$ cat src/rtl/smpd_pkg.sv
// shared types and constants of the sync marker packet deframer
`timescale 1ns / 1ps
package smpd_pkg;
   localparam int LENGTH_BITS = 24;
   localparam logic [15:0] SYNC_MARK = 16'hFFFE;
   localparam logic [15:0] MAX_COUNT_RESET = 16'd200;
   localparam logic [LENGTH_BITS-1:0] LENGTH_MAX = {LENGTH_BITS{1'b1}};
   localparam logic [23:0] REPORT_MAX = 24'hFFFFFF;
   localparam int QUEUE_DEPTH = 4;
   localparam int QUEUE_ABITS = 2;

   typedef enum logic [1:0] {
      MODE_SEARCH = 2'd0,
      MODE_HEADER = 2'd1,
      MODE_BODY   = 2'd2,
      MODE_SPARE  = 2'd3
   } mode_type;

   typedef enum logic [1:0] {
      BK_IDLE   = 2'd0,
      BK_DIVIDE = 2'd1,
      BK_EMIT   = 2'd2
   } back_state_type;

   // one classified request from the front part
   typedef struct packed {
      logic        is_data;
      logic [7:0]  leaving;
      logic        is_field;
      logic [1:0]  field_index;
      logic [15:0] field_value;
      logic        is_sync;
      logic        open;
   } cmd_type;

   typedef struct packed {
      logic        kind;
      logic [7:0]  out_byte;
      logic        last_of_run;
      logic [23:0] packet_length;
      logic        drop;
      logic [14:0] frame_width;
      logic [14:0] frame_height;
      logic [15:0] aligned_width;
      logic [15:0] aligned_height;
      logic [14:0] block_width;
      logic [14:0] block_height;
      logic [15:0] block_count;
   } rsp_type;
endpackage

$ cat src/rtl/smpd_front.sv
// front part: sync search, header byte tracking and classification
`timescale 1ns / 1ps
module smpd_front (
   input  logic                clock,
   input  logic                reset,
   input  logic                take,
   input  logic [7:0]          data_byte,
   input  logic [15:0]         max_block_count,
   output smpd_pkg::cmd_type   cmd
);
   logic [31:0]             window_ff, window_in;
   logic [2:0]              fill_ff, fill_in;
   smpd_pkg::mode_type      mode_ff, mode_in;
   logic [3:0]              hidx_ff, hidx_in;
   logic [15:0]             locked_ff, locked_in;
   logic [2:0]              fill_next;
   logic                    sync_ok;
   logic [15:0]             count;

   always_ff @(posedge clock) begin
      if (reset) begin
         window_ff <= '0;
         fill_ff   <= '0;
         mode_ff   <= smpd_pkg::MODE_SEARCH;
         hidx_ff   <= '0;
         locked_ff <= '0;
      end else if (take) begin
         window_ff <= window_in;
         fill_ff   <= fill_in;
         mode_ff   <= mode_in;
         hidx_ff   <= hidx_in;
         locked_ff <= locked_in;
      end
   end

   // classify the byte and advance the search
   always_comb begin
      window_in = {window_ff[23:0], data_byte};
      count     = window_in[15:0];
      fill_next = (fill_ff < 3'd4) ? fill_ff + 3'd1 : fill_ff;
      sync_ok   = (fill_next >= 3'd4) && (window_in[31:16] == smpd_pkg::SYNC_MARK)
                  && (count != 16'd0) && (count <= max_block_count)
                  && ((locked_ff == 16'd0) || (locked_ff == count));
      fill_in   = fill_ff;
      mode_in   = mode_ff;
      hidx_in   = hidx_ff;
      locked_in = locked_ff;
      cmd       = '0;
      cmd.leaving     = window_ff[31:24];
      cmd.field_value = window_in[15:0];
      cmd.field_index = hidx_ff[2:1];
      unique case (mode_ff)
         smpd_pkg::MODE_HEADER: begin
            cmd.is_data  = 1'b1;
            cmd.is_field = hidx_ff[0];
            hidx_in = hidx_ff + 4'd1;
            if (hidx_in >= 4'd8) begin
               mode_in = smpd_pkg::MODE_BODY;
               hidx_in = '0;
               fill_in = '0;
            end
         end
         smpd_pkg::MODE_BODY: begin
            cmd.is_data = 1'b1;
            fill_in = fill_next;
            if (sync_ok) begin
               cmd.is_sync = 1'b1;
               cmd.open    = 1'b1;
               locked_in   = count;
               mode_in     = smpd_pkg::MODE_HEADER;
               hidx_in     = '0;
            end
         end
         default: begin
            mode_in = smpd_pkg::MODE_SEARCH;
            fill_in = fill_next;
            if (sync_ok) begin
               cmd.open  = 1'b1;
               locked_in = count;
               mode_in   = smpd_pkg::MODE_HEADER;
               hidx_in   = '0;
            end
         end
      endcase
   end

   assert property (@(posedge clock) disable iff (reset)
      cmd.is_sync |-> cmd.is_data && cmd.open) else $error("sync without data");
   assert property (@(posedge clock) disable iff (reset)
      cmd.is_field |-> mode_ff == smpd_pkg::MODE_HEADER) else $error("field outside header");
   assert property (@(posedge clock) disable iff (reset)
      take && cmd.open |=> mode_ff == smpd_pkg::MODE_HEADER && hidx_ff == 4'd0)
      else $error("open did not enter header");
endmodule

$ cat src/rtl/smpd_queue.sv
// short command queue between front and back
`timescale 1ns / 1ps
module smpd_queue (
   input  logic                clock,
   input  logic                reset,
   input  logic                push,
   input  smpd_pkg::cmd_type   push_data,
   input  logic                pop,
   output smpd_pkg::cmd_type   head,
   output logic                empty,
   output logic                full
);
   smpd_pkg::cmd_type                 mem_ff [smpd_pkg::QUEUE_DEPTH];
   logic [smpd_pkg::QUEUE_ABITS-1:0]  wr_ff, rd_ff;
   logic [smpd_pkg::QUEUE_ABITS:0]    cnt_ff;

   always_ff @(posedge clock) begin
      if (push) mem_ff[wr_ff] <= push_data;
   end

   // pointers and occupancy
   always_ff @(posedge clock) begin
      if (reset) begin
         wr_ff  <= '0;
         rd_ff  <= '0;
         cnt_ff <= '0;
      end else begin
         if (push) wr_ff <= wr_ff + 1'b1;
         if (pop)  rd_ff <= rd_ff + 1'b1;
         cnt_ff <= cnt_ff + {{smpd_pkg::QUEUE_ABITS{1'b0}}, push}
                          - {{smpd_pkg::QUEUE_ABITS{1'b0}}, pop};
      end
   end

   assign head  = mem_ff[rd_ff];
   assign empty = (cnt_ff == '0);
   assign full  = (cnt_ff == (smpd_pkg::QUEUE_ABITS+1)'(smpd_pkg::QUEUE_DEPTH));

   assert property (@(posedge clock) disable iff (reset)
      cnt_ff <= (smpd_pkg::QUEUE_ABITS+1)'(smpd_pkg::QUEUE_DEPTH)) else $error("queue overflow");
   assert property (@(posedge clock) disable iff (reset)
      push && !pop |=> !empty) else $error("queue lost request");
endmodule

$ cat src/rtl/smpd_back.sv
// back part: header checks, round-up divider and result output
`timescale 1ns / 1ps
module smpd_back (
   input  logic                clock,
   input  logic                reset,
   input  smpd_pkg::cmd_type   head,
   input  logic                head_valid,
   output logic                head_pop,
   output smpd_pkg::rsp_type   rsp,
   output logic                rsp_empty,
   input  logic                rsp_pop
);
   smpd_pkg::back_state_type       st_ff, st_in;
   logic [smpd_pkg::LENGTH_BITS-1:0] len_ff, len_in;
   logic                           err_ff, err_in;
   logic [14:0] sw_ff, sw_in, sh_ff, sh_in, sbw_ff, sbw_in, sbh_ff, sbh_in;
   logic [15:0] scw_ff, scw_in, sch_ff, sch_in;
   // divider
   logic [15:0] quo_ff, quo_in;
   logic [16:0] rem_ff, rem_in;
   logic [14:0] div_ff, div_in;
   logic [4:0]  step_ff, step_in;
   logic        dfield_ff, dfield_in;
   logic [16:0] trial;
   logic [31:0] prod;
   logic [15:0] coded;
   logic [15:0] num;
   // result registers: data result and pending end record
   smpd_pkg::rsp_type r0_ff, r0_in, r1_ff, r1_in;
   logic [1:0]  cnt_ff, cnt_in;
   logic        fv;

   always_ff @(posedge clock) begin
      if (reset) begin
         st_ff <= smpd_pkg::BK_IDLE;
         len_ff <= '0; err_ff <= 1'b0;
         sw_ff <= '0; sh_ff <= '0; sbw_ff <= '0; sbh_ff <= '0;
         scw_ff <= '0; sch_ff <= '0;
         cnt_ff <= '0;
      end else begin
         st_ff <= st_in;
         len_ff <= len_in; err_ff <= err_in;
         sw_ff <= sw_in; sh_ff <= sh_in; sbw_ff <= sbw_in; sbh_ff <= sbh_in;
         scw_ff <= scw_in; sch_ff <= sch_in;
         cnt_ff <= cnt_in;
      end
   end

   always_ff @(posedge clock) begin
      quo_ff <= quo_in; rem_ff <= rem_in; div_ff <= div_in;
      step_ff <= step_in; dfield_ff <= dfield_in;
      r0_ff <= r0_in; r1_ff <= r1_in;
   end

   // restoring division of (size + block - 1) by block, one bit a cycle
   assign trial = {rem_ff[15:0], quo_ff[15]} - {2'b0, div_ff};
   assign prod  = quo_ff * {1'b0, div_ff};
   assign coded = prod[15:0];
   assign fv    = (head.field_value != 16'd0) && !head.field_value[15];

   always_comb begin
      st_in = st_ff; len_in = len_ff; err_in = err_ff;
      sw_in = sw_ff; sh_in = sh_ff; sbw_in = sbw_ff; sbh_in = sbh_ff;
      scw_in = scw_ff; sch_in = sch_ff;
      quo_in = quo_ff; rem_in = rem_ff; div_in = div_ff;
      step_in = step_ff; dfield_in = dfield_ff;
      r0_in = r0_ff; r1_in = r1_ff; cnt_in = cnt_ff;
      head_pop = 1'b0;
      num = '0;
      // output shift on pop
      if (rsp_pop && cnt_ff != 2'd0) begin
         r0_in  = r1_ff;
         cnt_in = cnt_ff - 2'd1;
      end
      unique case (st_ff)
         smpd_pkg::BK_DIVIDE: begin
            if (step_ff == 5'd16) begin
               st_in = smpd_pkg::BK_EMIT;
            end else begin
               if (!trial[16]) begin
                  rem_in = trial;
                  quo_in = {quo_ff[14:0], 1'b1};
               end else begin
                  rem_in = {rem_ff[15:0], quo_ff[15]};
                  quo_in = {quo_ff[14:0], 1'b0};
               end
               step_in = step_ff + 5'd1;
            end
         end
         smpd_pkg::BK_EMIT: begin
            // quotient ready: multiply back and check
            if (!dfield_ff) begin
               if (scw_ff != 16'd0 && scw_ff != coded) err_in = 1'b1;
               scw_in = coded;
            end else begin
               if (sch_ff != 16'd0 && sch_ff != coded) err_in = 1'b1;
               sch_in = coded;
            end
            st_in = smpd_pkg::BK_IDLE;
         end
         default: begin
            if (head_valid && cnt_in == 2'd0) begin
               head_pop = 1'b1;
               if (head.is_data) begin
                  if (len_ff != smpd_pkg::LENGTH_MAX) len_in = len_ff + 1'b1;
                  r0_in = '0;
                  r0_in.out_byte    = head.leaving;
                  r0_in.last_of_run = !head.is_sync;
                  cnt_in = 2'd1;
               end
               if (head.is_sync) begin
                  r1_in = '0;
                  r1_in.kind = 1'b1;
                  r1_in.last_of_run = 1'b1;
                  r1_in.packet_length = (len_in > smpd_pkg::LENGTH_BITS'(smpd_pkg::REPORT_MAX))
                     ? smpd_pkg::REPORT_MAX : 24'(len_in);
                  r1_in.drop = err_ff;
                  r1_in.frame_width = sw_ff;
                  r1_in.frame_height = sh_ff;
                  r1_in.aligned_width = scw_ff;
                  r1_in.aligned_height = sch_ff;
                  r1_in.block_width = sbw_ff;
                  r1_in.block_height = sbh_ff;
                  r1_in.block_count = head.field_value;
                  cnt_in = 2'd2;
               end
               if (head.open) begin
                  err_in  = 1'b0;
                  len_in  = '0;
               end
               if (head.is_field) begin
                  if (!fv) begin
                     err_in = 1'b1;
                  end else begin
                     unique case (head.field_index)
                        2'd0: begin
                           if (sw_ff != 15'd0 && sw_ff != head.field_value[14:0]) err_in = 1'b1;
                           sw_in = head.field_value[14:0];
                        end
                        2'd1: begin
                           if (sh_ff != 15'd0 && sh_ff != head.field_value[14:0]) err_in = 1'b1;
                           sh_in = head.field_value[14:0];
                        end
                        default: begin
                           if (head.field_index == 2'd2) begin
                              num = {1'b0, sw_ff} + {1'b0, head.field_value[14:0]} - 16'd1;
                              sbw_in = head.field_value[14:0];
                           end else begin
                              num = {1'b0, sh_ff} + {1'b0, head.field_value[14:0]} - 16'd1;
                              sbh_in = head.field_value[14:0];
                           end
                           quo_in = num;
                           rem_in = '0;
                           div_in = head.field_value[14:0];
                           step_in = '0;
                           dfield_in = head.field_index[0];
                           st_in = smpd_pkg::BK_DIVIDE;
                        end
                     endcase
                  end
               end
            end
         end
      endcase
   end

   assign rsp       = r0_ff;
   assign rsp_empty = (cnt_ff == 2'd0);

   assert property (@(posedge clock) disable iff (reset)
      head_pop |-> head_valid) else $error("pop of empty queue");
   assert property (@(posedge clock) disable iff (reset)
      st_ff == smpd_pkg::BK_DIVIDE |-> div_ff != 15'd0) else $error("divide by zero");
   assert property (@(posedge clock) disable iff (reset)
      cnt_ff != 2'd3) else $error("result count overflow");
endmodule

$ cat src/rtl/sync_marker_packet_deframer.sv
// top level of the sync marker packet deframer
`timescale 1ns / 1ps
// path: when idle, a data request passes through its queue entry and then result register r0 to the rsp ports
// throughput: 1 request a cycle while full is low, but a block width or height field holds the back part
//   for its bit-serial round-up division; the 4-entry queue then fills
//   and full rises behind each header until the back part catches up
// reset: synchronous active high; clears search state, stored header, queue, max count 200
module sync_marker_packet_deframer (
   input  logic         clock,
   input  logic         reset,
   input  logic         push,
   output logic         full,
   input  logic [7:0]   req_data_byte,
   output logic         empty,
   input  logic         pop,
   output logic         rsp_kind,
   output logic [7:0]   rsp_out_byte,
   output logic         rsp_last_of_run,
   output logic [23:0]  rsp_packet_length,
   output logic         rsp_drop,
   output logic [14:0]  rsp_frame_width,
   output logic [14:0]  rsp_frame_height,
   output logic [15:0]  rsp_aligned_width,
   output logic [15:0]  rsp_aligned_height,
   output logic [14:0]  rsp_block_width,
   output logic [14:0]  rsp_block_height,
   output logic [15:0]  rsp_block_count,
   input  logic         csr_write,
   input  logic [15:0]  csr_data
);
   logic [15:0]       max_ff;
   logic              take, q_empty, q_full, q_pop;
   smpd_pkg::cmd_type cmd, head;
   smpd_pkg::rsp_type rsp;

   // configuration register
   always_ff @(posedge clock) begin
      if (reset) max_ff <= smpd_pkg::MAX_COUNT_RESET;
      else if (csr_write) max_ff <= csr_data;
   end

   assign full = q_full;
   assign take = push && !q_full;

   smpd_front u_front (.clock, .reset, .take, .data_byte(req_data_byte),
                       .max_block_count(max_ff), .cmd);

   // only requests that produce work enter the queue
   smpd_queue u_queue (.clock, .reset, .push(take && (cmd.is_data || cmd.open)),
                       .push_data(cmd), .pop(q_pop), .head, .empty(q_empty), .full(q_full));

   smpd_back u_back (.clock, .reset, .head, .head_valid(!q_empty), .head_pop(q_pop),
                     .rsp, .rsp_empty(empty), .rsp_pop(pop));

   assign rsp_kind           = rsp.kind;
   assign rsp_out_byte       = rsp.out_byte;
   assign rsp_last_of_run    = rsp.last_of_run;
   assign rsp_packet_length  = rsp.packet_length;
   assign rsp_drop           = rsp.drop;
   assign rsp_frame_width    = rsp.frame_width;
   assign rsp_frame_height   = rsp.frame_height;
   assign rsp_aligned_width  = rsp.aligned_width;
   assign rsp_aligned_height = rsp.aligned_height;
   assign rsp_block_width    = rsp.block_width;
   assign rsp_block_height   = rsp.block_height;
   assign rsp_block_count    = rsp.block_count;
endmodule
$ cat config.mk
export PLATFORM = sky130hd
export DESIGN_NAME = sync_marker_packet_deframer
export DESIGN_NICKNAME = d
export VERILOG_FILES = /design/src/rtl/smpd_pkg.sv /design/src/rtl/smpd_front.sv /design/src/rtl/smpd_queue.sv /design/src/rtl/smpd_back.sv /design/src/rtl/sync_marker_packet_deframer.sv
export SDC_FILE = /design/constraint.sdc
export NUM_CORES = 1
export LEC_CHECK = 0
export BUFFER_PORTS_ARGS = -buffer_cell sky130_fd_sc_hd__buf_2
export CAP_MARGIN = 20
export CORE_AREA = 2 2 327 329
export CTS_CLUSTER_SIZE = 12
export DETAILED_ROUTE_END_ITERATION = 10
export DIE_AREA = 0 0 329 331
export PLACE_DENSITY_LB_ADDON = 0.3
export REMOVE_ABC_BUFFERS = 1
export SLEW_MARGIN = 25
export SYNTH_ARGS = -nofsm -noshare
export SYNTH_HDL_FRONTEND = slang
export SYNTH_SLANG_ARGS = --single-unit
$ cat constraint.sdc
create_clock -name clock -period 9.45 [get_ports clock]
set_clock_uncertainty 0.2 [all_clocks]
set_input_delay 1.89 -clock clock [delete_from_list [all_inputs] [get_ports clock]]
set_output_delay 1.89 -clock clock [all_outputs]
set_load 0.05 [all_outputs]
* Word-level counts from Yosys, hierarchy flattened
Memories as Yosys holds them, arrays and structs flattened. A register that Yosys moved wholly into a read port is not among the register bits.
Cells that the tools add are included.
** Word-level totals
- Bits in writable memories :: 120
- Memories :: 1
- Output and inout port bits :: 145
- Word-level logic and storage cells :: 228
- Register bits after elaboration :: 530
** Cells by class
- Eq/ne operators :: 23
- Bitwise operators :: 7
- Multiply operators :: 1
- Magnitude comparators :: 5
- Mux-type cells :: 74
- Reductions and logical operators :: 58
- $add $sub $neg :: 14
** Memory list
- u_queue.mem_ff :: words 4, width 30, read ports 1, clocked after memory_dff 1, write ports 1, line smpd_queue.sv:13 : smpd_pkg::cmd_type mem_ff [smpd_pkg::QUEUE_DEPTH];
** Operators with widths (number)
- two-way mux 143 bit :: 4
- two-way mux 16 bit :: 12
- two-way mux 24 bit :: 5
- one-hot mux 16 bit (2 select lines) :: 2
- nonzero test 16 bit :: 4
- adder 15 x 15 -> 16 bit :: 2
- inequality test 16 bit :: 2
- subtractor 16 x 1 -> 16 bit (second input constant) :: 2
- two-way mux 2 bit :: 15
- inequality test 15 bit :: 2
- nonzero test 15 bit :: 2
- two-way mux 5 bit :: 5
- adder 24 x 1 -> 24 bit (second input constant) :: 1
- > comparator 24 bit (second input constant) :: 1
- inequality test 24 bit (second input constant) :: 1
- AND reduction 5 bit :: 4
- two-way mux 1 bit :: 19
- AND reduction 6 bit :: 3
- subtractor 17 x 15 -> 17 bit :: 1
- equality test 16 bit :: 1
- equality test 16 bit (second input constant) :: 1
- less-or-equal comparator 16 bit :: 1
- zero test 16 bit :: 1
- multiplier 16 x 15 -> 16 bit :: 1
- 35 further kinds :: 90

* Logic depth before layout (Yosys ltp)
- Depth after elaboration :: 13
- Mapped depth :: 27

* By module
Synthesis repeated with hierarchy kept, for this count alone.
** Unflattened totals
- Cell total of the unflattened synthesis :: 3117
- Area total of the unflattened synthesis :: 32239.7 sq um
** By module, submodules not included
- smpd_back :: sequential area each 10870.4 sq um, times used 1, cells each 2485, area each 23545.1 sq um
- smpd_queue :: sequential area each 3783.6 sq um, times used 1, cells each 198, area each 4767.1 sq um
- smpd_front :: sequential area each 1141.1 sq um, times used 1, cells each 379, area each 3324.4 sq um
- sync_marker_packet_deframer :: sequential area each 320.3 sq um, times used 1, cells each 55, area each 603.1 sq um

* Worst setup path after synthesis
OpenSTA, ideal clock, no wires.
- Kind :: reg2reg
- Start point :: reg u_back.div_ff[1]
- End point :: reg u_back.err_ff
- Stages on the path, launching flop included :: 28
- Arrival time :: 6.364 ns
- Buffers on the path :: 2
- Slack :: 2.816 ns
- Data required time :: 9.180 ns
- Library setup time :: 0.070 ns
- Cells stage by stage :: edfxtp_1 inv_1 clkbuf_1 nor2_1 fa_1 inv_1 fa_1 inv_1 fa_1 inv_1 fa_1 inv_1 fa_1 inv_1 fa_1 inv_1 ha_1 buf_1 o21a_1 o41a_1 or4_1 o211ai_2 xor2_1 nor4_1 a221oi_1 o21ai_1 or2_0 a21oi_1
** On the way
- Word-level cells in the longest chain between the ends :: 5
** Ends and longest elaborated chain
- from (decl) :: line smpd_back.sv:21 : logic [14:0] div_ff, div_in;
- from (signal assigned) :: line smpd_back.sv:50 : quo_ff <= quo_in; rem_ff <= rem_in; div_ff <= div_in;
- multiplier 16 x 15 -> 16 bit (*) :: line smpd_back.sv:57 : assign prod = quo_ff * {1'b0, div_ff};
- inequality test 16 bit, on equally long branches :: line smpd_back.sv:93, smpd_back.sv:96
- logical AND 1 bit, on equally long branches :: line smpd_back.sv:93, smpd_back.sv:96
- inequality test 3 x 1 -> 1 bit (no source line) / inequality test 3 bit (equally long branches)
- AND reduction 4 bit (no source line) (*)
- to (signal assigned) :: line smpd_back.sv:42 : len_ff <= len_in; err_ff <= err_in;
- to (decl) :: line smpd_back.sv:15 : logic err_ff, err_in;
Every way passes the cells marked *; elsewhere a longest branch is shown, timed or not.
A chain may end at the register's enable or synchronous reset.

* Worst setup path after layout
Same ends and word-level chain as after synthesis.

==> metrics.yaml <==
run_status:
  status: "complete, no violations"
logic_synthesis:
  syn_inst: 3106
  avgSynthCellArea_um2: 10.12
  yosysWarnings: 0
  synth.yosys.seq_area_share_pct: 51.27
  async_reset_ff_share_pct: 0
  synth_top_area_share_pct: 29.24
  synth.largest_area_cell: "edfxtp_1"
  synthTopCellsByCount: "nand2_1, dfxtp_1, a21oi_1, nor2_1, edfxtp_1"
  yosys_register_bits: 652
  synth_most_common_cell: "nand2_1"
  synthFlopType: "dfxtp_1"
  yosys.cell_types.count: 67
  synth_edf_count: 306
  ys_top_cells_by_area: "edfxtp_1, dfxtp_1, nand2_1"
  syn_area_um2: 31430
timing:
  period_share_pct: 74.53
  setup_viol: 0
  rsz0062_at_grt: "no"
  final_hold_viol_count: 0
  max_slew.worst_pin.slew_ns: 0.8902
  finalCriticalPeriod_ns: 7.043
  setup_tns_ns: 0
  relSlewSlack_pct: 40.65
  max_freq_ghz: 0.1420
  slew_viol_final: 0
floorplanning:
  rows: 119
  die_h_um: 331
  io_pins: 174
  fp.dieW_um: 329
  start_util_pct: 29.94
  coreArea_um2: 105000
  design.die.area_um2: 108900
pwr:
  power_switching_mw: 3.667
  leakagePower_nw: 14.77
  p_clk_share_pct: 30.7
  power_mw: 9.876
  intPower_mw: 6.209
  power_density_nw_per_um2: 271.2
  p_sw_share_pct: 37.13
  comb_power_share_pct: 29.8
  seq_power_share_pct: 39.5
  ir_worst_vdd_v: 0.0002231
setup_path:
  cp_max_fo: 11
  critPathCaptureType: "register"
  crit_slowest_cell: "fa_1"
  slowest_delay_ns: 0.53
  cp_common_cell: "inv_1"
  cp.arrival_ns: 7.34
  worst-path-buf-inv: 7
  critPathRequiredTime_ns: 9.75
  critPathLaunchType: "register"
  r2r_slack_ns: 2.41
  rr_worst_depth: 25
  r2r_start: "u_back.div_ff[1]$_DFFE_PP_"
  critPathKind: "register to register"
  r2r_end: "u_back.err_ff$_SDFFE_PP0P_"
  critical_path.top_delay_family: "adder cells"
grt:
  grt_pass1_wl_um: 124500
  grt_overflow: 0
  grt_pass1_vias: 21270
  grt_antenna_before_repair: 5
  grt_max_degree: 99
  grtUsageTotal_pct: 14.66
cells_and_area:
  antenna_cells: 0
  fill_cells: 10640
  regArea_um2: 16120
  final_util_pct: 34.70
  multi_input_area_um2: 13740
  syn_to_final_growth_pct: 15.88
  nets: 3508
  drive_gt1_share_pct: 11.48
drt:
  route.detailed.drc: 0
  via_per_inst: 4.666
  drt_iter0_drc: 1359
  dr.pass1.iters: 6
  wl_um: 80570
  routedWlPerCell_um: 17.14
  antenna_left: 0
  vias: 21930
worst_hold_path:
  hold_class: "register to register"
  worstHoldEndpoint: "u_back.r1_ff[22]$_DFFE_PP_"
  min_from: "u_back.sbh_ff[6]$_SDFFE_PP0P_"
  hold_depth: 0
clock_tree:
  cts_buffers: 76
  ctsHoldBuffers: 0
  insertion_delay_ns: 0.65
  cts_setup_buffers: 0
  cts_tree: "built"
  cts_resized: 0
  cts-root-buf: "clkbuf_16"
  clk_path_buf_depth: 3
  clk_pin_slew_ns: 0.06
  clock_sink_count: 652
  cts_htree_levels: 3
place:
  port_buffers: 173
  place.gp.congestion: 0.8823
  dp_hpwl_um: 56330
run:
  maxCapViolCount: 0
flip-flops by register name, summed over array words and instances, names as in the netlist, 24 cells and up, named ones only:
name,flops
u_back.rsp,143
u_front.window_ff,32
u_queue.mem_ff,120
u_back.r1_ff,133
u_back.len_ff,24
worst register-to-register path: stages (launching register included):
cell	delay [ns]
edfxtp_1	0.50
inv_1	0.36
nor2_1	0.13
fa_1	0.52
inv_1	0.06
fa_1	0.54
inv_1	0.05
fa_1	0.49
inv_1	0.05
fa_1	0.52
inv_1	0.05
fa_1	0.47
inv_1	0.05
fa_1	0.47
inv_1	0.04
ha_1	0.39
o21a_1	0.16
o41a_1	0.12
nor2_1	0.31
xnor3_1	0.26
nand4bb_1	0.18
nor4_1	0.41
a221oi_1	0.15
o21ai_1	0.21
or2_0	0.14
a21oi_1	0.06
cell usage in the layout (no fill, tap or decap), drive strengths merged, types with 51 or more instances in the layout:
master  Yosys  final
xor2       51     51
ha        149    149
buf        20    202
xnor2      68     68
mux2i      63     63
inv       284    287
a21oi     313    313
nor2      309    309
edfxtp    306    306
dfxtp     346    346
nand2     506    506
fa         85     85
clkbuf    121    109
stage by stage:
stage | hold slack, ns | cell area (um^2) | instances | setup WS, ns
2_1_floorplan | 0.2048 | 30870 | 2965 | -3.444
3_3_place_gp | 0.2106 | 33770 | 4558 | 2.423
3_5_place_dp | 0.2142 | 33770 | 4558 | 2.361
4_1_cts | 0.2283 | 36410 | 4700 | 2.367
5_1_grt | 0.2332 | 36420 | 4700 | 1.982
6_report | 0.2279 | 36420 | 4700 | 2.407
power by group through the flow:
stage               registers (mW)  logic [mW]  clock network, mW
finish                        3.90        2.94               3.03
global route                  3.97        3.19               3.23
CTS                           3.91        2.99               3.12
detailed placement            3.97        2.98                  0
global placement              3.96        2.96                  0
floorplan                     4.86        1.22                  0
layer usage:
layer / GRT usage, % / part of all wire (%) / vias to the layer above
met2: 24.10 / 47 / 486
met4: 4.258 / 2.2 / 0
met5: 0 / 0 / -
met1: 19.58 / 46 / 10570
met3: 2.849 / 5.3 / 114
li1: - / - / 10760
worst max-delay path by stage:
stage	from	end	slack (ns)	cells past startpoint
finish	u_back.div_ff[1]$_DFFE_PP_	u_back.err_ff$_SDFFE_PP0P_	2.41	25
global route	u_back.div_ff[1]$_DFFE_PP_	u_back.err_ff$_SDFFE_PP0P_	1.98	25
CTS	u_back.div_ff[1]$_DFFE_PP_	u_back.err_ff$_SDFFE_PP0P_	2.37	25
detailed placement	u_back.div_ff[1]$_DFFE_PP_	u_back.err_ff$_SDFFE_PP0P_	2.36	25
global placement	u_back.div_ff[1]$_DFFE_PP_	u_back.err_ff$_SDFFE_PP0P_	2.42	25
floorplan	pop	u_back.rsp[133]$_DFF_P_	-3.44	6
final cells by class:
type	count	share of cell area, %
Timing Repair Buffer	202	3.037
Inverter	287	2.958
Multi-Input combinational cell	2026	37.73
Sequential cell	652	44.25
Clock buffer	109	6.046
Clock inverter	33	1.196
Tap cell	1391	4.779
kinds of logic (layout without fill, tap and decap cells):
| group | Yosys count | after routing | synth area share [%] |
|---|---|---|---|
| DFF | 652 | 652 | 51.27 |
| muxes | 101 | 101 | 4.443 |
| AOI/OAI and AO/OA | 481 | 481 | 8.742 |
| buffers and inverters | 428 | 631 | 5.195 |
| adders and majority gates | 234 | 234 | 11.35 |
| xor gates and xnor gates | 131 | 131 | 4.176 |
| and+or+nand+nor | 1079 | 1079 | 14.82 |
Power figures use the tool's default switching activity.
